File: config.mk
export PLATFORM = sky130hd
export DESIGN_NAME = asm_line_tokenizer
export DESIGN_NICKNAME = d
export VERILOG_FILES = /design/src/sv/alt_pkg.sv /design/src/sv/alt_classify.sv /design/src/sv/alt_out_buf.sv /design/src/sv/asm_line_tokenizer.sv
export SDC_FILE = /design/constraint.sdc
export NUM_CORES = 1
export LEC_CHECK = 0
export BUFFER_PORTS_ARGS = -buffer_cell sky130_fd_sc_hd__buf_4
export CELL_PAD_IN_SITES_DETAIL_PLACEMENT = 2
export CELL_PAD_IN_SITES_GLOBAL_PLACEMENT = 2
export CORE_ASPECT_RATIO = 1.1
export CORE_MARGIN = 1
export CORE_UTILIZATION = 39
export CTS_CLUSTER_DIAMETER = 50
export CTS_CLUSTER_SIZE = 20
export DETAILED_ROUTE_END_ITERATION = 10
export GPL_TIMING_DRIVEN = 0
export MAX_ROUTING_LAYER = met4
export PLACE_DENSITY_LB_ADDON = 0.1
export SETUP_SLACK_MARGIN = 0.1
export SYNTH_ARGS = -nofsm -noshare
export SYNTH_HDL_FRONTEND = slang
export SYNTH_SLANG_ARGS = --single-unit
File: constraint.sdc
create_clock -name clk -period 3.2 [get_ports clk]
set_input_delay 0.48 -clock clk [delete_from_list [all_inputs] [get_ports clk]]
set_output_delay 0.48 -clock clk [all_outputs]
set_load 0.01 [all_outputs]
File: src/sv/alt_pkg.sv
package alt_pkg;

  localparam int LENGTH_LIMIT = 255;
  localparam int PREFIX_DEPTH = 5;
  localparam int PIDX_W       = $clog2(PREFIX_DEPTH);
  localparam int KW_CHARS     = 5;

  localparam logic [7:0] WORD_CAP = 8'((LENGTH_LIMIT < 255) ? LENGTH_LIMIT : 255);

  localparam logic [7:0] CH_TAB    = 8'h09;
  localparam logic [7:0] CH_SPACE  = 8'd32;
  localparam logic [7:0] CH_HASH   = "#";
  localparam logic [7:0] CH_AT     = "@";
  localparam logic [7:0] CH_COMMA  = ",";
  localparam logic [7:0] CH_SEMI   = ";";
  localparam logic [7:0] CH_COLON  = ":";
  localparam logic [7:0] CH_LPAREN = "(";
  localparam logic [7:0] CH_RPAREN = ")";
  localparam logic [7:0] CH_BSLASH = 8'h5C;
  localparam logic [7:0] CH_QUOTE  = 8'h27;
  localparam logic [7:0] CH_MINUS  = "-";
  localparam logic [7:0] CH_ZERO   = "0";
  localparam logic [7:0] CH_ONE    = "1";
  localparam logic [7:0] CH_X      = "x";
  localparam logic [7:0] CH_B      = "b";

  // shape flag bit positions
  localparam int SH_DEC   = 0;
  localparam int SH_HEX   = 1;
  localparam int SH_BIN   = 2;
  localparam int SH_LDECL = 3;
  localparam int SH_LABEL = 4;

  typedef enum logic [4:0] {
    TK_UNKNOWN,
    TK_COMMA,
    TK_AT,
    TK_ENDL,
    TK_COLON,
    TK_LPAREN,
    TK_RPAREN,
    TK_TIME,
    TK_DISPTYPE,
    TK_OP,
    TK_FLAG,
    TK_COND,
    TK_REG,
    TK_CHAR,
    TK_DEC,
    TK_HEX,
    TK_BIN,
    TK_LABELDECL,
    TK_LABEL
  } tok_class_t;

  typedef struct packed {
    tok_class_t  cls;
    logic [7:0]  length;
    logic [7:0]  column;
    logic        last;
  } token_t;

  // prefix[0] is the first character of the word
  typedef struct packed {
    logic [7:0]                 length;
    logic [4:0]                 shape;
    logic [KW_CHARS-1:0][7:0]   prefix;
  } word_t;

  function automatic tok_class_t punct_class(logic [7:0] c);
    tok_class_t r;
    unique case (c)
      CH_COMMA:  r = TK_COMMA;
      CH_AT:     r = TK_AT;
      CH_SEMI:   r = TK_ENDL;
      CH_COLON:  r = TK_COLON;
      CH_LPAREN: r = TK_LPAREN;
      CH_RPAREN: r = TK_RPAREN;
      default:   r = TK_UNKNOWN;
    endcase
    return r;
  endfunction

endpackage

File: src/sv/alt_classify.sv
module alt_classify (
  input  alt_pkg::word_t     word_i,
  output alt_pkg::tok_class_t cls_o
);

  localparam int NCH = alt_pkg::KW_CHARS;

  // keywords right-justified, lowercase where matched case-insensitively
  localparam logic [8*NCH-1:0] KW_TIME [3] = '{"s", "ms", "us"};
  localparam logic [8*NCH-1:0] KW_DISP [6] = '{"int", "char", "mem", "str", "hex", "bin"};
  localparam logic [8*NCH-1:0] KW_OP [23] = '{"add", "sub", "cmp", "copy", "push", "pop",
    "mul", "div", "mod", "and", "or", "not", "xor", "jump", "call", "ret",
    "input", "disp", "rand", "wait", "exit", "halt", "cls"};
  localparam logic [8*NCH-1:0] KW_FLAG [6] = '{"EQU", "ZRO", "POS", "NEG", "OVF", "ODD"};
  localparam logic [8*NCH-1:0] KW_COND [2] = '{"if", "ifnot"};
  localparam logic [8*NCH-1:0] KW_REG [16] = '{"ax", "bx", "cx", "dx", "ex", "fx", "di",
    "si", "ip", "sp", "r0", "r1", "r2", "r3", "r4", "r5"};

  function automatic int kw_len(logic [8*NCH-1:0] kw);
    int n;
    n = 0;
    for (int i = 0; i < NCH; i++) begin
      if (kw[8*i +: 8] != 8'd0) n++;
    end
    return n;
  endfunction

  function automatic logic kw_hit(alt_pkg::word_t w, logic [8*NCH-1:0] kw, logic fold_en);
    int               n;
    logic [8*NCH-1:0] kws;
    logic             hit;
    logic [7:0]       c;
    n   = kw_len(kw);
    kws = kw << (8 * (NCH - n));
    hit = (w.length == 8'(n));
    for (int i = 0; i < NCH; i++) begin
      c = w.prefix[i];
      if (fold_en && c >= "A" && c <= "Z") c = c + 8'd32;
      if (i < n && c != kws[8*(NCH-1-i) +: 8]) hit = 1'b0;
    end
    return hit;
  endfunction

  logic hit_time, hit_disp, hit_op, hit_flag, hit_cond, hit_reg;
  logic is_char;
  logic [7:0] len;
  logic [7:0] p0;

  assign len = word_i.length;
  assign p0  = word_i.prefix[0];

  always_comb begin
    hit_time = 1'b0;
    hit_disp = 1'b0;
    hit_op   = 1'b0;
    hit_flag = 1'b0;
    hit_cond = 1'b0;
    hit_reg  = 1'b0;
    for (int k = 0; k < 3; k++)  hit_time |= kw_hit(word_i, KW_TIME[k], 1'b0);
    for (int k = 0; k < 6; k++)  hit_disp |= kw_hit(word_i, KW_DISP[k], 1'b0);
    for (int k = 0; k < 23; k++) hit_op   |= kw_hit(word_i, KW_OP[k], 1'b1);
    for (int k = 0; k < 6; k++)  hit_flag |= kw_hit(word_i, KW_FLAG[k], 1'b0);
    for (int k = 0; k < 2; k++)  hit_cond |= kw_hit(word_i, KW_COND[k], 1'b1);
    for (int k = 0; k < 16; k++) hit_reg  |= kw_hit(word_i, KW_REG[k], 1'b0);
  end

  assign is_char = (p0 == alt_pkg::CH_QUOTE) &&
                   ((len == 8'd3 && word_i.prefix[2] == alt_pkg::CH_QUOTE) ||
                    (len == 8'd4 && word_i.prefix[3] == alt_pkg::CH_QUOTE &&
                     word_i.prefix[1] == alt_pkg::CH_BSLASH));

  always_comb begin
    if (len == 8'd1 && alt_pkg::punct_class(p0) != alt_pkg::TK_UNKNOWN)
      cls_o = alt_pkg::punct_class(p0);
    else if (hit_time)
      cls_o = alt_pkg::TK_TIME;
    else if (hit_disp)
      cls_o = alt_pkg::TK_DISPTYPE;
    else if (hit_op)
      cls_o = alt_pkg::TK_OP;
    else if (hit_flag)
      cls_o = alt_pkg::TK_FLAG;
    else if (hit_cond)
      cls_o = alt_pkg::TK_COND;
    else if (hit_reg)
      cls_o = alt_pkg::TK_REG;
    else if (is_char)
      cls_o = alt_pkg::TK_CHAR;
    else if (word_i.shape[alt_pkg::SH_DEC] && !(len == 8'd1 && p0 == alt_pkg::CH_MINUS))
      cls_o = alt_pkg::TK_DEC;
    else if (word_i.shape[alt_pkg::SH_HEX] && len > 8'd2)
      cls_o = alt_pkg::TK_HEX;
    else if (word_i.shape[alt_pkg::SH_BIN] && len > 8'd2)
      cls_o = alt_pkg::TK_BIN;
    else if (word_i.shape[alt_pkg::SH_LDECL] && len >= 8'd2)
      cls_o = alt_pkg::TK_LABELDECL;
    else if (word_i.shape[alt_pkg::SH_LABEL])
      cls_o = alt_pkg::TK_LABEL;
    else
      cls_o = alt_pkg::TK_UNKNOWN;
  end

endmodule

File: src/sv/alt_out_buf.sv
module alt_out_buf (
  input  logic            clk,
  input  logic            rst_n,
  input  logic            push,
  input  logic [1:0]      push_cnt,
  input  alt_pkg::token_t tok0,
  input  alt_pkg::token_t tok1,
  output logic            ready,
  output logic            out_valid,
  input  logic            out_ready,
  output alt_pkg::token_t out_tok
);

  alt_pkg::token_t slot0_r, slot1_r;
  logic [1:0]      cnt_r;
  logic            pop;

  assign out_valid = (cnt_r != 2'd0);
  assign out_tok   = slot0_r;
  assign pop       = out_valid && out_ready;
  // a new item may land once the buffer drains in this cycle
  assign ready     = (cnt_r == 2'd0) || (cnt_r == 2'd1 && out_ready);

  always_ff @(posedge clk) begin
    if (!rst_n) begin
      cnt_r <= 2'd0;
    end else if (push && push_cnt != 2'd0) begin
      cnt_r <= push_cnt;
    end else if (pop) begin
      cnt_r <= cnt_r - 2'd1;
    end
  end

  always_ff @(posedge clk) begin
    if (push && push_cnt != 2'd0) begin
      slot0_r <= tok0;
      slot1_r <= tok1;
    end else if (pop) begin
      slot0_r <= slot1_r;
    end
  end

endmodule

File: src/sv/asm_line_tokenizer.sv
// Channel  Ports           Fields (low bit up)                 Transfer
// in       in_t*           tdata: ch[7:0]; tuser: line_end     tvalid & tready
// out      out_t*          tdata: length[7:0], column[15:8];   tvalid & tready
//                          tuser: token_class; tlast: last
//
// Each character is decoded and classified in the cycle it is accepted; its
// tokens are registered into a two-entry output buffer and appear next cycle.
// An item yielding zero or one token is taken every cycle while out_tready
// is high; one yielding two tokens (word plus delimiter or end-of-line)
// holds off the next item while the single output port drains the buffer.
// Reset (synchronous, active low) clears the line state and empties the
// buffer. in_tready falls while buffered tokens are not drained by out_tready.
module asm_line_tokenizer (
  input  logic        clk,
  input  logic        rst_n,
  input  logic        in_tvalid,
  output logic        in_tready,
  input  logic [7:0]  in_tdata,   // ch
  input  logic        in_tuser,   // line_end
  output logic        out_tvalid,
  input  logic        out_tready,
  output logic [15:0] out_tdata,  // token_length, token_column
  output logic [4:0]  out_tuser,  // token_class
  output logic        out_tlast   // last
);

  localparam int PD = alt_pkg::PREFIX_DEPTH;

  logic       pb_r, pb_nxt;
  logic       ic_r, ic_nxt;
  logic [7:0] col_r, col_nxt;
  logic [7:0] wlen_r, wlen_nxt;
  logic [7:0] wstart_r, wstart_nxt;
  logic [4:0] shape_r, shape_nxt;
  logic [7:0] prefix_r [PD];

  logic                 accept;
  logic                 prefix_we;
  logic [7:0]           c;
  logic                 have_word, first, second;
  logic                 is_ws, is_delim, is_hash;
  logic                 dig, alpha, wordc, hexd;
  logic [4:0]           ok;
  logic [1:0]           n;
  alt_pkg::word_t       word;
  alt_pkg::tok_class_t  wcls;
  alt_pkg::token_t      wtok, etok, ptok, t0, t1, head;

  assign c = in_tdata;

  always_comb begin
    word.length = wlen_r;
    word.shape  = shape_r;
    for (int i = 0; i < alt_pkg::KW_CHARS; i++) word.prefix[i] = prefix_r[i];
  end

  alt_classify u_classify (
    .word_i (word),
    .cls_o  (wcls)
  );

  assign have_word = (wlen_r != 8'd0);
  assign first     = (wlen_r == 8'd0);
  assign second    = (wlen_r == 8'd1);
  assign is_ws     = (c == alt_pkg::CH_SPACE) || (c == alt_pkg::CH_TAB);
  assign is_delim  = (c == alt_pkg::CH_COMMA) || (c == alt_pkg::CH_AT) ||
                     (c == alt_pkg::CH_SEMI) || (c == alt_pkg::CH_LPAREN) ||
                     (c == alt_pkg::CH_RPAREN);
  assign is_hash   = (c == alt_pkg::CH_HASH);
  assign dig       = (c >= "0") && (c <= "9");
  assign alpha     = ((c >= "a") && (c <= "z")) || ((c >= "A") && (c <= "Z"));
  assign wordc     = alpha || dig || (c == "_");
  assign hexd      = dig || ((c >= "A") && (c <= "F"));

  always_comb begin
    ok[alt_pkg::SH_DEC]   = first ? (c == alt_pkg::CH_MINUS || dig) : dig;
    ok[alt_pkg::SH_HEX]   = first ? (c == alt_pkg::CH_ZERO) :
                            second ? (c == alt_pkg::CH_X) : hexd;
    ok[alt_pkg::SH_BIN]   = first ? (c == alt_pkg::CH_ZERO) :
                            second ? (c == alt_pkg::CH_B) :
                            (c == alt_pkg::CH_ZERO || c == alt_pkg::CH_ONE);
    ok[alt_pkg::SH_LDECL] = first ? (c == alt_pkg::CH_COLON) : second ? alpha : wordc;
    ok[alt_pkg::SH_LABEL] = first ? alpha : wordc;
  end

  always_comb begin
    wtok = '{cls: wcls, length: wlen_r, column: wstart_r, last: 1'b0};
    etok = '{cls: alt_pkg::TK_ENDL, length: 8'd1, column: col_r, last: 1'b0};
    ptok = '{cls: alt_pkg::punct_class(c), length: 8'd1, column: col_r, last: 1'b0};
  end

  always_comb begin
    pb_nxt     = pb_r;
    ic_nxt     = ic_r;
    col_nxt    = col_r;
    wlen_nxt   = wlen_r;
    wstart_nxt = wstart_r;
    shape_nxt  = shape_r;
    prefix_we  = 1'b0;
    n          = 2'd0;
    t0         = wtok;
    t1         = etok;
    if (in_tuser) begin
      if (!ic_r && have_word) begin
        n = 2'd2;
      end else begin
        t0 = etok;
        n  = 2'd1;
      end
      col_nxt  = 8'd0;
      pb_nxt   = 1'b0;
      ic_nxt   = 1'b0;
      wlen_nxt = 8'd0;
    end else if (!ic_r) begin
      col_nxt = (col_r == 8'hFF) ? col_r : col_r + 8'd1;
      pb_nxt  = (c == alt_pkg::CH_BSLASH);
      if (is_ws || (is_hash && !pb_r)) begin
        n        = have_word ? 2'd1 : 2'd0;
        wlen_nxt = 8'd0;
        ic_nxt   = !is_ws;
      end else if (is_delim && !pb_r) begin
        if (have_word) begin
          t1 = ptok;
          n  = 2'd2;
        end else begin
          t0 = ptok;
          n  = 2'd1;
        end
        wlen_nxt = 8'd0;
      end else begin
        if (first) wstart_nxt = col_r;
        shape_nxt = (first ? 5'h1F : shape_r) & ok;
        prefix_we = (wlen_r < 8'(PD));
        wlen_nxt  = (wlen_r < alt_pkg::WORD_CAP) ? wlen_r + 8'd1 : wlen_r;
      end
    end
    if (n == 2'd2) t1.last = 1'b1;
    else           t0.last = 1'b1;
  end

  assign accept = in_tvalid && in_tready;

  always_ff @(posedge clk) begin
    if (!rst_n) begin
      pb_r     <= 1'b0;
      ic_r     <= 1'b0;
      col_r    <= 8'd0;
      wlen_r   <= 8'd0;
      wstart_r <= 8'd0;
      shape_r  <= 5'h1F;
    end else if (accept) begin
      pb_r     <= pb_nxt;
      ic_r     <= ic_nxt;
      col_r    <= col_nxt;
      wlen_r   <= wlen_nxt;
      wstart_r <= wstart_nxt;
      shape_r  <= shape_nxt;
    end
  end

  always_ff @(posedge clk) begin
    if (accept && prefix_we) prefix_r[wlen_r[alt_pkg::PIDX_W-1:0]] <= c;
  end

  alt_out_buf u_out_buf (
    .clk       (clk),
    .rst_n     (rst_n),
    .push      (accept),
    .push_cnt  (n),
    .tok0      (t0),
    .tok1      (t1),
    .ready     (in_tready),
    .out_valid (out_tvalid),
    .out_ready (out_tready),
    .out_tok   (head)
  );

  assign out_tdata = {head.column, head.length};
  assign out_tuser = head.cls;
  assign out_tlast = head.last;

endmodule
Yosys cells after proc, flatten, opt, wreduce, memory -nomap -nowiden. Memories as Yosys holds them, arrays and structs flattened. Cells that the tools add are included.

Flip-flop bits (word level): 77. Memory bits (writable): 40. Input port bits: 13. Output and inout port bits: 24. Memories kept: 1.

Memories: prefix_r (depth 5, width 8, rd ports 5, clocked after memory_dff 0, write ports 1, RTL line asm_line_tokenizer.sv:35) `logic [7:0] prefix_r [PD];`.

Add/subtract/negate cells: 8. $lt $le $gt $ge: 21. Eq/ne operators: 134. Multiplexer cells: 217. Bitwise logic cells: 56. Reduce and logical (&&, ||, !) cells: 60.

Operators with widths (number): inequality test 8 x 7 -> 1 bit, second input constant (91); 2-to-1 mux 22 bit (8); 2-to-1 mux 1 bit (168); equality test 8 x 6 -> 1 bit, second input constant (19); 2-to-1 mux 8 bit (13); 2-to-1 mux 5 bit (14); less-or-equal comparator 8 x 7 -> 1 bit, second input constant (8); equality test 8 x 7 -> 1 bit, second input constant (7); greater-or-equal comparator 8 x 7 -> 1 bit, second input constant (7); bitwise OR 1 bit (50); inequality test 8 x 6 -> 1 bit, second input constant (6); adder 8 x 6 -> 8 bit, second input constant (5); 2-to-1 mux 9 bit (4); one-hot mux 3 bit (6 select lines) (2); logical AND 1 bit (27); adder 8 x 1 -> 8 bit, second input constant (2); equality test 8 x 2 -> 1 bit, second input constant (2); equality test 8 x 3 -> 1 bit, second input constant (2); 2-to-1 mux 2 bit (8); logical OR 1 bit (14); equality test 8 x 1 -> 1 bit, second input constant (1); equality test 8 x 4 -> 1 bit, second input constant (1); equality test 8 bit, second input constant (1); greater-or-equal comparator 8 x 2 -> 1 bit, second input constant (1); other kinds (24) (35).

Depth between registers and ports, before layout. Gate-level depths: netlist of the first run. An unclocked memory read counts as a cell.

Depth in word-level cells: 41. Mapped depth: 11. Mapped depth without buffers: 11.

Cells and area by module. A second synthesis of the first run with hierarchy kept.

Cells, all modules: 810. Area total of the unflattened synthesis: 7581.0 um^2.

Modules (own cells, without submodules): asm_line_tokenizer (instances 1, cells each 335, area an instance 3538.4 um^2, seq. area each 1821.7 um^2); alt_classify (instances 1, cells each 338, area an instance 2267.2 um^2, seq. area each 0.0 um^2); alt_out_buf (instances 1, cells each 137, area an instance 1775.5 um^2, seq. area each 1361.3 um^2).

Worst setup path after synthesis of the first run. Ideal clock, no wire load.

Path kind: input port to flip-flop. Start: input in_tdata[0]. End: memory prefix_r[4][0], enable pin. Data arrival time: 2528 ps. Data required time: 2817 ps. Path slack: 289 ps. Cell stages on the path: 8. Buffers on the path: 2. Cell sequence: clkbuf_1 > and2_1 > and3_1 > a31o_2 > nor3_2 > nand3_1 > clkbuf_1 > nor3_1.

Longest elaborated chain between the ends: 13. Elaborated cells between the ends (all ways): 23. Classes of those cells: 8 x eq/ne; 6 x mux; 9 x reduce/logical.

RTL lines: from (decl) (RTL line asm_line_tokenizer.sv:18) `input logic [7:0] in_tdata,`; equality test 8 x 6 -> 1 bit or equality test 8 x 7 -> 1 bit (tied branches) (RTL line asm_line_tokenizer.sv:66) `assign is_delim = (c == alt_pkg::CH_COMMA) || (c == alt_pkg::CH_AT) ||`; logical OR 1 bit (2 in series) (RTL line asm_line_tokenizer.sv:66); logical OR 1 bit (2 in series) (RTL line asm_line_tokenizer.sv:67) `(c == alt_pkg::CH_SEMI) || (c == alt_pkg::CH_LPAREN) ||`; logical AND 1 bit (RTL line asm_line_tokenizer.sv:121) `end else if (is_delim && !pb_r) begin`; 2-to-1 mux 1 bit (RTL line asm_line_tokenizer.sv:121); 2-to-1 mux 1 bit (*) (RTL line asm_line_tokenizer.sv:117) `if (is_ws || (is_hash && !pb_r)) begin`; 2-to-1 mux 1 bit (*) (RTL line asm_line_tokenizer.sv:114) `end else if (!ic_r) begin`; 2-to-1 mux 1 bit (*) (RTL line asm_line_tokenizer.sv:103) `if (in_tuser) begin`; logical AND 1 bit (*) (RTL line asm_line_tokenizer.sv:162) `if (accept && prefix_we) prefix_r[wlen_r[alt_pkg::PIDX_W-1:0]] <= c;`; 2-to-1 mux 1 bit (*) (RTL line asm_line_tokenizer.sv:162); 2-to-1 mux 1 bit (implied by the code) (*) (RTL line asm_line_tokenizer.sv:162); to (decl) (RTL line asm_line_tokenizer.sv:35).

Every way passes the cells marked *; elsewhere a longest branch is shown, timed or not.

==> results.txt, run 1 <==
----------------------------------------------------
[Status]
  Outcome ... complete, but fails checks
  Violated checks ... setup timing

[Timing]
  Count of endpoints failing hold in the final timing report ... 0
  Post-route clock period utilization ... 1.01
  Final hold slack ... 0.390 ns
  Worst slew pin tran ... 0.923 ns
  F_max ... 0.308 GHz
  Worst max-slew margin expressed relative to the limit ... 0.378
  Final TNS setup ... -0.0422 ns
  Pins over their slew limit ... 0
  Minimum setup slack in the final design ... -0.0420 ns
  Final critical path time including I/O delays and setup ... 3.24 ns
  RSZ-0062 raised after global routing ... true
  Final Setup Violations ... 2
  Worst Clk Skew ... 0.0237 ns

[Cells and area]
  Number of nets in the layout ... 855
  Count of non-filler cells in the finished layout ... 1039
  Number of inserted filler cells in the final layout ... 1708
  Signed area change from the synthesized netlist to the final layout ... 24.8%
  Proportion of layout cells with a drive suffix above 1 ... 0.249

[Floorplanning]
  Standard-cell rows ... 49
  Effective utilization at floorplan ... 0.405
  Area of the die ... 17700 µm²
  Placeable core region ... 16600 µm²
  Die width ... 127 µm
  Die outline height ... 139 µm
  # IOs ... 37

[Placement]
  # placed instances ... 975
  Final RePlAce weighted congestion ... 0.995
  Number of buffers added on ports ... 36
  Post-DP HPWL ... 21.3 mm
  Setup Slack @ Placement ... -0.983 ns

[Routing]
  Routed wire length ... 34.3 mm
  Via/cell ratio ... 6.92
  Count of nets left with antenna violations after detail routing ... 0
  Per-cell routed wire length ... 33.1 µm
  Number of design-rule violations left by the first detailed-router iteration ... 516
  Number of remaining DRC errors ... 0
  Total via count after detailed routing ... 7190
  First-pass DRT Iterations ... 6

[Synthesis]
  Combined area of all synthesized cells ... 6700 µm²
  Share of synthesized registers carrying an async set or reset ... 0
  Synthesized flop and latch total ... 107
  Mean area per synthesized cell ... 9.11 µm²
  Number of synthesized flops with an enable pin ... 74
  Synth Net Count ... 761
  Yosys warnings ... 0
  Number of distinct library cells after synthesis ... 73
  Cells after Synth ... 735
  Part of the Yosys area used for sequential elements ... 0.430
  Primary flip-flop cell chosen by synthesis mapping ... edfxtp_1

[Worst setup path]
  Reg-to-Reg End ... u_out_buf.out_tok[18]
  Worst reg-to-reg setup slack ... -0.04 ns
  Required time at the worst-slack endpoint ... 3.38 ns
  Termination of the worst setup path ... u_out_buf.out_tok[18]
  Launch point of the worst path ... prefix_r[3][5]
  Critical path data arrival time ... 3.42 ns
  Sequence of cells on the critical path ... ha_1, nor2b_2, o21ai_4, nor3_1, a31oi_2, nor4bb_4, nor2_1, o21ai_0, nand4bb_1, a21oi_1
  Reg2Reg Launch Point ... prefix_r[3][5]
  Crit start category ... flip-flop
  Worst-case reg-to-reg path depth ... 10
  Endpoint class of the critical path ... flip-flop
  Highest-delay cell along the critical path ... nor4bb_4
  Type of the setup path with the least slack ... reg2reg
  Peak fanout along the critical path ... 4
  Highest cell delay on the worst timing path ... 0.51 ns

[Power and ir drop]
  Peak supply drop ... 0.333 mV
  Total chip power ... 0.00440 W
  Leak pwr ... 2.94 nW
  PD cells ... 526 nW/µm²

[Clock network]
  CTS H-tree depth ... 3
  # clock sinks ... 107
  Number of buffers inserted by hold repair at cts ... 0
  Cell chosen for the clock root ... clkbuf_16
  CTS tree ... yes
  Clock latency reported for the late side of the worst-skew pair ... 0.37 ns
  Clock-pin slew reported for the worst setup and hold paths after clock tree synthesis ... 0.10 ns
  Number of buffers created by CTS ... 9
  CTS Buffer Depth ... 2

[Min path]
  Type of the most critical hold path ... in2reg

[Run]
  Number of max-cap violations ... 0

[Global route]
  Initial antenna violation count ... 0
  Wire length of the first global-routing pass ... 46.1 mm
  Total overflow reported by the global router ... 0
  Total routing resource utilization after global routing ... 0.361
  Via count of the first global-routing pass ... 7365
  Maximum number of pins on one net before global-route repair ... 23

----------------------------------------------------
[power by group]
group          switching [W]  internal (W)  total (W)
registers           0.000111       0.00169    0.00180
logic               0.000957      0.000478    0.00143
clock network       0.000600      0.000562    0.00116
total                0.00167       0.00273    0.00440
[flip-flops by register name (all words and copies together) (netlist names), 2 cells and up]
name and cells:
prefix_r 40, col_r 8, u_out_buf.slot1_r 12, shape_r 5, wlen_r 8, u_out_buf.cnt_r 2
u_out_buf.out_tok 22, wstart_r 8
[per-layer routing]
metal,up-vias,global-route usage,part of all wire
met5,-,-,0
met2,376,0.640,0.51
met1,3658,0.386,0.37
met4,0,0.224,0.067
li1,2991,-,-
met3,165,0.0354,0.050
[metrics by stage]
| step | area (µm²) | utilization |
|---|---|---|
| global route | 8360 | 0.505 |
| floorplan | 6700 | - |
| detailed placement | 7220 | 0.436 |
| CTS | 7930 | 0.479 |
| global placement | 7220 | 0.436 |
| finish | 8360 | 0.505 |
[critical path, delay by kind of cell, from the launching register on]
kind | cells | cell delay [ns]
adder cells (fa/ha/maj) | 1 | 0.35
AO/OA/AOI/OAI | 4 | 0.82
AND/OR/NAND/NOR | 5 | 1.37
flip-flops | 1 | 0.50
[final cells by class]
cell class,instances,area (µm²),area share
Inverter,20,82.6,0.00988
Sequential cell,107,2890,0.346
Clock buffer,10,239,0.0286
Timing Repair Buffer,84,656,0.0784
Multi-Input combinational cell,567,3960,0.474
Tap cell,204,255,0.0305
Buffer,40,221,0.0265
Clock inverter,6,47.5,0.00569
Antenna cell,1,2.50,0.000299
[Yosys cell counts, drive strengths merged (7+ instances only)]
library cell | n | area share
a31oi | 7 | 0.0088
nor2 | 55 | 0.031
nor2b | 22 | 0.021
mux2i | 10 | 0.015
inv | 20 | 0.011
nor4b | 11 | 0.015
and3 | 17 | 0.016
xor2 | 8 | 0.010
a21oi | 34 | 0.025
nand3b | 9 | 0.010
nor3 | 34 | 0.026
or3 | 14 | 0.014
dfxtp | 33 | 0.099
nand2b | 10 | 0.0093
ha | 13 | 0.024
o211ai | 7 | 0.0078
nor4 | 13 | 0.013
o21ai | 51 | 0.038
nand2 | 72 | 0.040
nor4bb | 8 | 0.012
buf | 20 | 0.015
nand3 | 40 | 0.030
edfxtp | 74 | 0.33
clkbuf | 21 | 0.012
nand4 | 31 | 0.029
[worst min path at each step]
| stage | startpoint | end | slack (ns) | cells after the start |
|---|---|---|---|---|
| 2_1_floorplan | col_r[3] | u_out_buf.slot1_r[4] | 0.41 | 0 |
| 3_3_place_gp | col_r[3] | u_out_buf.slot1_r[4] | 0.41 | 0 |
| 3_5_place_dp | col_r[3] | u_out_buf.slot1_r[4] | 0.42 | 0 |
| 4_1_cts | rst_n | shape_r[0] | 0.39 | 2 |
| 5_1_grt | in_tdata[6] | prefix_r[2][6] | 0.38 | 1 |
| 6_report | in_tdata[6] | prefix_r[2][6] | 0.39 | 1 |
[what timing repair did]
item | 4_1_cts | 5_1_grt
pin swaps | 11 | 11
setup endpoints to repair | 71 | 69
buffers inserted | 19 | 29
resized for setup | 61 | 61
[cells by family (layout without fill, tap and decap cells)]
kind of cell    Yosys count  count (layout)  share of synthesized area
mux                      10              10                     0.0149
compound gates          149             149                      0.150
xor+xnor                 12              12                     0.0157
other cells               0               1                          0
buf+inv                  61             160                     0.0379
fa+ha+maj                13              13                     0.0243
simple gates            383             383                      0.327
flops                   107             107                      0.430
[cells in the final DEF (no fill, tap or decap), drive strengths merged, types with 21 or more instances in the layout]
cell    instances
nand4          31
o21ai          51
nor3           34
nand3          40
buf           105
clkbuf         29
nand2          72
dfxtp          33
nor2           55
inv            21
edfxtp         74
nor2b          22
a21oi          34
Power figures use the tool's default switching activity.
==> run 2, diff against run 1 <==
--- a/config.mk
+++ b/config.mk
@@ -10,7 +10,7 @@
 export CELL_PAD_IN_SITES_GLOBAL_PLACEMENT = 2
 export CORE_ASPECT_RATIO = 1.1
 export CORE_MARGIN = 1
-export CORE_UTILIZATION = 39
+export CORE_UTILIZATION = 40
 export CTS_CLUSTER_DIAMETER = 50
 export CTS_CLUSTER_SIZE = 20
 export DETAILED_ROUTE_END_ITERATION = 10
@@ -20,4 +20,5 @@
 export SETUP_SLACK_MARGIN = 0.1
 export SYNTH_ARGS = -nofsm -noshare
 export SYNTH_HDL_FRONTEND = slang
+export SYNTH_HIERARCHICAL = 1
 export SYNTH_SLANG_ARGS = --single-unit
==> results.txt, run 2 <==
----------------------------------------------------
[Status]
  Outcome ... complete, but fails checks
  Violated checks ... setup timing

[Timing]
  F_max ... 0.279 GHz (-9.5%)
  Final TNS setup ... -1.82 ns (-1.78 ns)
  Worst Clk Skew ... 0.0166 ns (-0.00711 ns)
  Pins over their slew limit ... 0 (unchanged)
  Final hold slack ... 0.292 ns (-0.0976 ns)
  Final critical path time including I/O delays and setup ... 3.58 ns (+0.340 ns)
  Worst slew pin tran ... 0.941 ns (+0.0179 ns)
  Worst max-slew margin expressed relative to the limit ... 0.364 (-0.0143)
  Post-route clock period utilization ... 1.12 (+0.106)
  Count of endpoints failing hold in the final timing report ... 0 (unchanged)
  Final Setup Violations ... 46 (+44)
  Minimum setup slack in the final design ... -0.382 ns (-0.340 ns)
  RSZ-0062 raised after global routing ... true

[Floorplanning]
  Standard-cell rows ... 52 (+6.1%)
  Placeable core region ... 18500 µm² (+12%)
  Die width ... 133 µm (+5.0%)
  Area of the die ... 19500 µm² (+10%)
  Die outline height ... 146 µm (+5.0%)
  Effective utilization at floorplan ... 0.410 (+0.00567)
  # IOs ... 37 (unchanged)

[Synthesis]
  Area share of the largest cell type after synthesis ... 0.333 (+0.000952)
  Synth Area in XOR/XNOR ... 0.0104 (-0.00529)
  Post-synthesis cell type with the largest combined area ... edfxtp_1
  Area fraction in compound gates after synthesis ... 0.132 (-0.0178)
  Leading post-synthesis cells by cell area ... edfxtp_1, dfxtp_1, nand2_1
  Synthesized flop and latch total ... 117 (+9.3%)
  Share of synthesized registers carrying an async set or reset ... 0 (unchanged)
  Combinational family with the most area after synthesis ... simple AND/OR/NAND/NOR gates
  Library cell with the highest instance count after synthesis ... nand2_1
  Fraction of the mapped netlist area in simple logic gates ... 0.342 (+0.0147)
  Area share of fa/ha/maj cells after synthesis ... 0.0182 (-0.00613)
  Cells after Synth ... 810 (+10%)
  Primary flip-flop cell chosen by synthesis mapping ... edfxtp_1
  Number of synthesized flops with an enable pin ... 84 (+14%)
  Post-synthesis mux area share ... 0.0294 (+0.0144)
  Combined area of all synthesized cells ... 7580 µm² (+13%)
  Mean area per synthesized cell ... 9.36 µm² (+2.7%)
  Top cells by instance count after synthesis ... nand2_1, edfxtp_1, nor2_1, nand3_1, dfxtp_1
  Yosys warnings ... 6 (+6)
  Part of the Yosys area used for sequential elements ... 0.420 (-0.0105)
  Number of distinct library cells after synthesis ... 88 (+21%)

[Cells and area]
  Count of antenna diodes in the layout ... 0 (-1)
  Largest register FFs ... 40 (unchanged)
  Signed area change from the synthesized netlist to the final layout ... 29.1%
  Most used cells in the layout excluding fill and tap cells ... nand2_1, edfxtp_1, buf_4
  Number of nets in the layout ... 932 (+9.0%)
  Commonest non-fill, non-tap cell in the layout ... nand2_1
  Proportion of layout cells with a drive suffix above 1 ... 0.290 (+0.0405)

[Routing]
  Total via count after detailed routing ... 8036 (+12%)
  Per-cell routed wire length ... 34.0 µm (+2.9%)
  Routed wire length ... 39.6 mm (+15%)
  First-pass DRT Iterations ... 5 (-1)
  Number of remaining DRC errors ... 0 (unchanged)
  Via/cell ratio ... 6.90 (-0.24%)
  Number of design-rule violations left by the first detailed-router iteration ... 764 (+48%)
  Count of nets left with antenna violations after detail routing ... 0 (unchanged)

[Worst setup path]
  Highest-delay cell along the critical path ... a221oi_1
  Peak fanout along the critical path ... 6 (+2)
  Endpoint class of the critical path ... flip-flop
  Worst reg-to-reg setup slack ... -0.38 ns (-0.34 ns)
  Type of the setup path with the least slack ... reg2reg
  Launch point of the worst path ... prefix_r[1][6]
  Crit start category ... flip-flop
  Critical path data arrival time ... 3.77 ns (+0.35 ns)
  Highest cell delay on the worst timing path ... 0.75 ns (+0.24 ns)
  Reg2Reg Launch Point ... prefix_r[1][6]
  Count of buffer and inverter cells on the critical path ... 0 (unchanged)
  Gate family responsible for the most delay along the worst path ... compound AO/OA/AOI/OAI gates
  Reg-to-Reg End ... u_out_buf/out_tok[18]
  Required time at the worst-slack endpoint ... 3.38 ns (about the same)
  Sequence of cells on the critical path ... ha_1, nor2b_1, o21ai_0, a221oi_1, nand3_1, o221ai_2, or3b_4, nor2_2, nor2_2, a21oi_1, o22a_1, nand2_1, nand2_1
  Worst-case reg-to-reg path depth ... 13 (+3)

[Clock network]
  # clock sinks ... 117 (+9.3%)
  CTS Buffer Depth ... 2 (unchanged)
  Number of buffers inserted by hold repair at cts ... 0 (unchanged)
  Number of buffers created by CTS ... 17 (+8)
  Clock-pin slew reported for the worst setup and hold paths after clock tree synthesis ... 0.08 ns (-0.02 ns)
  CTS H-tree depth ... 4 (+1)
  Cell chosen for the clock root ... clkbuf_16
  CTS tree ... yes
  Clock latency reported for the late side of the worst-skew pair ... 0.45 ns (+0.08 ns)

[Global route]
  Total routing resource utilization after global routing ... 0.397 (+0.0365)
  Via count of the first global-routing pass ... 8443 (+15%)
  Total overflow reported by the global router ... 0 (unchanged)
  Wire length of the first global-routing pass ... 55.2 mm (+20%)
  Initial antenna violation count ... 0 (unchanged)
  Maximum number of pins on one net before global-route repair ... 32 (+39%)

[Placement]
  Final RePlAce weighted congestion ... 0.943 (-5.2%)
  Number of buffers added on ports ... 35 (-2.8%)
  Post-DP HPWL ... 22.6 mm (+6.2%)
  Setup Slack @ Placement ... -1.20 ns (-0.218 ns)

[Power and ir drop]
  Peak supply drop ... 0.429 mV (+29%)
  PD cells ... 586 nW/µm² (+11%)
  Total chip power ... 0.00573 W (+30%)
  Leak pwr ... 3.47 nW (+18%)

[Min path]
  Type of the most critical hold path ... in2reg
  Worst min-delay path startpoint ... in_tdata[3]
  Worst Hold Endpoint ... prefix_r[2][3]
  Instance count along the most critical hold path ... 1 (unchanged)

[Run]
  Number of max-cap violations ... 0 (unchanged)

----------------------------------------------------
## run 2: cells by family after synthesis
group                      after synthesis
and+or+nand+nor                        443
muxes                                   19
adders and majority gates               11
other                                    2
AOI/OAI and AO/OA                      140
xor gates and xnor gates                 9
DFF                                    117
buffers and inverters                   69
## run 2: metal layers
| metal | global-route usage | vias to the layer above | wire (µm) |
|---|---|---|---|
| met5 | - | - | 0 |
| met4 | 0.176 | 0 | 1880 |
| met3 | 0.0927 | 163 | 3170 |
| met2 | 0.637 | 534 | 19100 |
| met1 | 0.474 | 4082 | 15400 |
| li1 | - | 3257 | - |
## run 2: report_power, final
part           internal (W)  switching, W
clock network       0.00126      0.000927
logic              0.000531      0.000983
registers           0.00189      0.000139
total               0.00368       0.00205
## run 2: timing repair
action / 4_1_cts / 5_1_grt
pin swaps: 32 / 16
resized for setup: 125 / 35
endpoints found under the setup margin: 100 / 87
setup buffers: 29 / 7
## run 2: worst max path at each step
stage / to / slack [ns] / cells past startpoint
5_1_grt: u_out_buf/out_tok[18] / -0.41 / 13
3_5_place_dp: u_out_buf/out_tok[13] / -1.20 / 9
3_3_place_gp: u_out_buf/out_tok[12] / -0.98 / 9
6_report: u_out_buf/out_tok[18] / -0.38 / 13
2_1_floorplan: u_out_buf/out_tok[0] / 0.16 / 8
4_1_cts: u_out_buf/out_tok[19] / -0.04 / 12
## run 2: final cells by class
cell class / count / area, µm²
Buffer: 48 / 343
Clock buffer: 17 / 425
Clock inverter: 15 / 204
Fill cell: 1911 / 8690
Inverter: 21 / 82.6
Multi-Input combinational cell: 632 / 4680
Sequential cell: 117 / 3190
Tap cell: 243 / 304
Timing Repair Buffer: 71 / 553
## run 2: worst register-to-register path: stages (launching register included)
cell and delay [ns]:
edfxtp_1 0.51, ha_1 0.26, nor2b_1 0.25, o21ai_0 0.16, a221oi_1 0.75, nand3_1 0.18, o221ai_2 0.33, or3b_4 0.19
nor2_2 0.05, nor2_2 0.17, a21oi_1 0.08, o22a_1 0.23, nand2_1 0.07, nand2_1 0.08
## run 2: stage by stage
step | util | std cells | instance area, µm²
3_3_place_gp | 0.443 | 1096 | 8180
2_1_floorplan | - | 818 | 7610
5_1_grt | 0.530 | 1164 | 9790
6_report | 0.530 | 1164 | 9790
4_1_cts | 0.519 | 1157 | 9590
3_5_place_dp | 0.443 | 1096 | 8180
==> run 3, diff against run 2 <==
--- a/config.mk
+++ b/config.mk
@@ -17,7 +17,6 @@
 export GPL_TIMING_DRIVEN = 0
 export MAX_ROUTING_LAYER = met4
 export PLACE_DENSITY_LB_ADDON = 0.1
-export SETUP_SLACK_MARGIN = 0.1
 export SYNTH_ARGS = -nofsm -noshare
 export SYNTH_HDL_FRONTEND = slang
 export SYNTH_HIERARCHICAL = 1
==> results.txt, run 3 (same netlist as run 2, synthesis figures left out) <==
----------------------------------------------------
[Status]
  Outcome ... complete, but fails checks
  Violated checks ... setup timing

[Global route]
  Total overflow reported by the global router ... 0 (unchanged)
  Maximum number of pins on one net before global-route repair ... 32 (unchanged)
  Initial antenna violation count ... 1 (+1)
  Total routing resource utilization after global routing ... 0.407 (+0.00933)
  Wire length of the first global-routing pass ... 56.3 mm (+1.9%)
  Via count of the first global-routing pass ... 8489 (+0.54%)

[Placement]
  Setup Slack @ Placement ... -1.20 ns (unchanged)
  Number of buffers added on ports ... 35 (unchanged)
  Cell area after placement ... 8180 µm² (unchanged)
  # placed instances ... 1096 (unchanged)
  Final RePlAce weighted congestion ... 0.943 (unchanged)
  Post-DP HPWL ... 22.6 mm (unchanged)

[Routing]
  Number of design-rule violations left by the first detailed-router iteration ... 915 (+20%)
  Routed wire length ... 40.5 mm (+2.2%)
  First-pass DRT Iterations ... 6 (+1)
  Number of remaining DRC errors ... 0 (unchanged)
  Total via count after detailed routing ... 8194 (+2.0%)
  Per-cell routed wire length ... 34.6 µm (+1.9%)
  Count of nets left with antenna violations after detail routing ... 0 (unchanged)
  Via/cell ratio ... 7.02 (+1.6%)

[Cells and area]
  Number of inserted filler cells in the final layout ... 1902 (-0.47%)
  Most used cells in the layout excluding fill and tap cells ... nand2_1, buf_4, edfxtp_1
  Signed area change from the synthesized netlist to the final layout ... 28.8%
  Largest register FFs ... 40 (unchanged)
  Count of non-filler cells in the finished layout ... 1168 (+0.34%)
  Commonest non-fill, non-tap cell in the layout ... nand2_1
  Number of nets in the layout ... 935 (+0.32%)
  Final core utilization ... 0.529 (-0.00108)
  Proportion of layout cells with a drive suffix above 1 ... 0.291 (+0.00122)
  Final design instance area without fill ... 9770 µm² (-0.20%)

[Clock network]
  Number of buffers inserted by hold repair at cts ... 0 (unchanged)
  CTS tree ... yes
  # clock sinks ... 117 (unchanged)
  CTS Buffer Depth ... 2 (unchanged)
  Clock latency reported for the late side of the worst-skew pair ... 0.45 ns (about the same)
  CTS H-tree depth ... 4 (unchanged)
  Cell chosen for the clock root ... clkbuf_16
  Clock-pin slew reported for the worst setup and hold paths after clock tree synthesis ... 0.07 ns (about the same)
  Number of buffers created by CTS ... 17 (unchanged)

[Timing]
  Worst slew pin tran ... 1.10 ns (+0.160 ns)
  F_max ... 0.278 GHz (-0.46%)
  Worst max-slew margin expressed relative to the limit ... 0.261 (-0.103)
  Minimum setup slack in the final design ... -0.399 ns (-0.0164 ns)
  Final critical path time including I/O delays and setup ... 3.60 ns (+0.0164 ns)
  Final TNS setup ... -2.01 ns (-0.188 ns)
  Worst Clk Skew ... 0.0205 ns (+0.00397 ns)
  Count of endpoints failing hold in the final timing report ... 0 (unchanged)
  Pins over their slew limit ... 0 (unchanged)
  Final Setup Violations ... 13 (-72%)
  RSZ-0062 raised after global routing ... true
  Post-route clock period utilization ... 1.12 (+0.00512)

[Floorplanning]
  Area of the die ... 19500 µm² (unchanged)
  Die outline height ... 146 µm (unchanged)
  Standard-cell rows ... 52 (unchanged)
  Die width ... 133 µm (unchanged)
  Effective utilization at floorplan ... 0.410 (unchanged)
  Placeable core region ... 18500 µm² (unchanged)
  # IOs ... 37 (unchanged)

[Worst setup path]
  Type of the setup path with the least slack ... reg2reg
  Highest cell delay on the worst timing path ... 0.43 ns (-0.32 ns)
  Endpoint class of the critical path ... flip-flop
  Highest-delay cell along the critical path ... edfxtp_1
  Sequence of cells on the critical path ... ha_1, nor2b_4, o2111ai_4, nor3_1, o2111ai_2, o221ai_2, nor2_1, a31oi_2, nor2_1, a21oi_1, o22a_1, nand2_1, nand2_1
  Crit start category ... flip-flop
  Reg-to-Reg End ... u_out_buf/out_tok[17]
  Critical path data arrival time ... 3.91 ns (+0.14 ns)
  Worst reg-to-reg setup slack ... -0.40 ns (-0.02 ns)
  Worst-case reg-to-reg path depth ... 13 (unchanged)
  Reg2Reg Launch Point ... prefix_r[2][5]
  Peak fanout along the critical path ... 6 (unchanged)
  Required time at the worst-slack endpoint ... 3.51 ns (+0.13 ns)

[Min path]
  Instance count along the most critical hold path ... 1 (unchanged)
  Worst Hold Endpoint ... prefix_r[1][0]
  Worst min-delay path startpoint ... in_tdata[0]
  Type of the most critical hold path ... in2reg

[Power and ir drop]
  Switching power of the nets ... 0.00207 W (+1.2%)
  Leak pwr ... 3.49 nW (+0.60%)
  PD cells ... 589 nW/µm² (+0.61%)
  Part of the power in combinational logic ... 0.261 (-0.003)
  Clock group share of total power ... 0.387 (+0.005)
  Peak supply drop ... 0.415 mV (-3.4%)
  Share of total power consumed by net switching ... 0.360 (+0.00296)
  Sequential power share ... 0.352 (-0.002)
  Internal power ... 0.00368 W (about the same)

[Run]
  Number of max-cap violations ... 0 (unchanged)

----------------------------------------------------
run 3: cell types whose count changed in the layout (fill, tap and decap cells not counted), sizes merged:
cell	delta
clkbuf	+1
buf	+2
diode	+1
run 3: final cells by class:
| class | count | area, µm² | share of cell area |
|---|---|---|---|
| antenna | 1 | 2.50 | 0.000256 |
| buffer | 47 | 329 | 0.0337 |
| clock buffer | 17 | 425 | 0.0436 |
| clock inverter | 15 | 204 | 0.0209 |
| inverter | 21 | 82.6 | 0.00846 |
| multi-input combinational | 632 | 4650 | 0.476 |
| sequential | 117 | 3190 | 0.327 |
| tap | 243 | 304 | 0.0311 |
| timing repair buffer | 75 | 579 | 0.0593 |
run 3: worst max-delay path by stage:
stage | start | to | depth (start not counted)
after floorplan | in_tdata[3] | u_out_buf/out_tok[0] | 8
after global placement | wlen_r[0] | u_out_buf/out_tok[12] | 9
after detailed placement | wlen_r[0] | u_out_buf/out_tok[13] | 9
after CTS | prefix_r[3][5] | u_out_buf/out_tok[19] | 12
after global routing | prefix_r[2][5] | u_out_buf/out_tok[17] | 13
final | prefix_r[2][5] | u_out_buf/out_tok[17] | 13
run 3: power by group through the flow:
stage	Sequential [W]	Combinational, W	Clock, W
final	0.00203	0.00150	0.00223
after global placement	0.00201	0.00116	0
after CTS	0.00201	0.00136	0.00216
after detailed placement	0.00204	0.00122	0
after global routing	0.00204	0.00156	0.00226
after floorplan	0.00204	0.000663	0
run 3: what timing repair did:
item,in CTS,in global routing
gates resized for setup,108,38
buffers inserted,25,15
pin swaps,24,15
setup endpoints to repair,100,74
run 3: worst max-delay path, delay by kind of cell, from the launching register on:
family	cells	cell delay, ns
compound gates	6	1.55
fa+ha+maj	1	0.33
flops	1	0.43
simple gates	6	1.13
run 3: metal layers:
metal,share of wire,GRT usage,vias up
li1,-,-,3262
met1,0.39,0.492,4142
met2,0.47,0.648,597
met3,0.087,0.0781,193
met4,0.054,0.198,0
met5,0,-,-
run 3: through the flow:
step / power (W) / hold WS, ns
2_1_floorplan: 0.00271 / 0.426
3_3_place_gp: 0.00317 / 0.471
3_5_place_dp: 0.00326 / 0.488
4_1_cts: 0.00553 / 0.283
5_1_grt: 0.00586 / 0.288
6_report: 0.00576 / 0.286
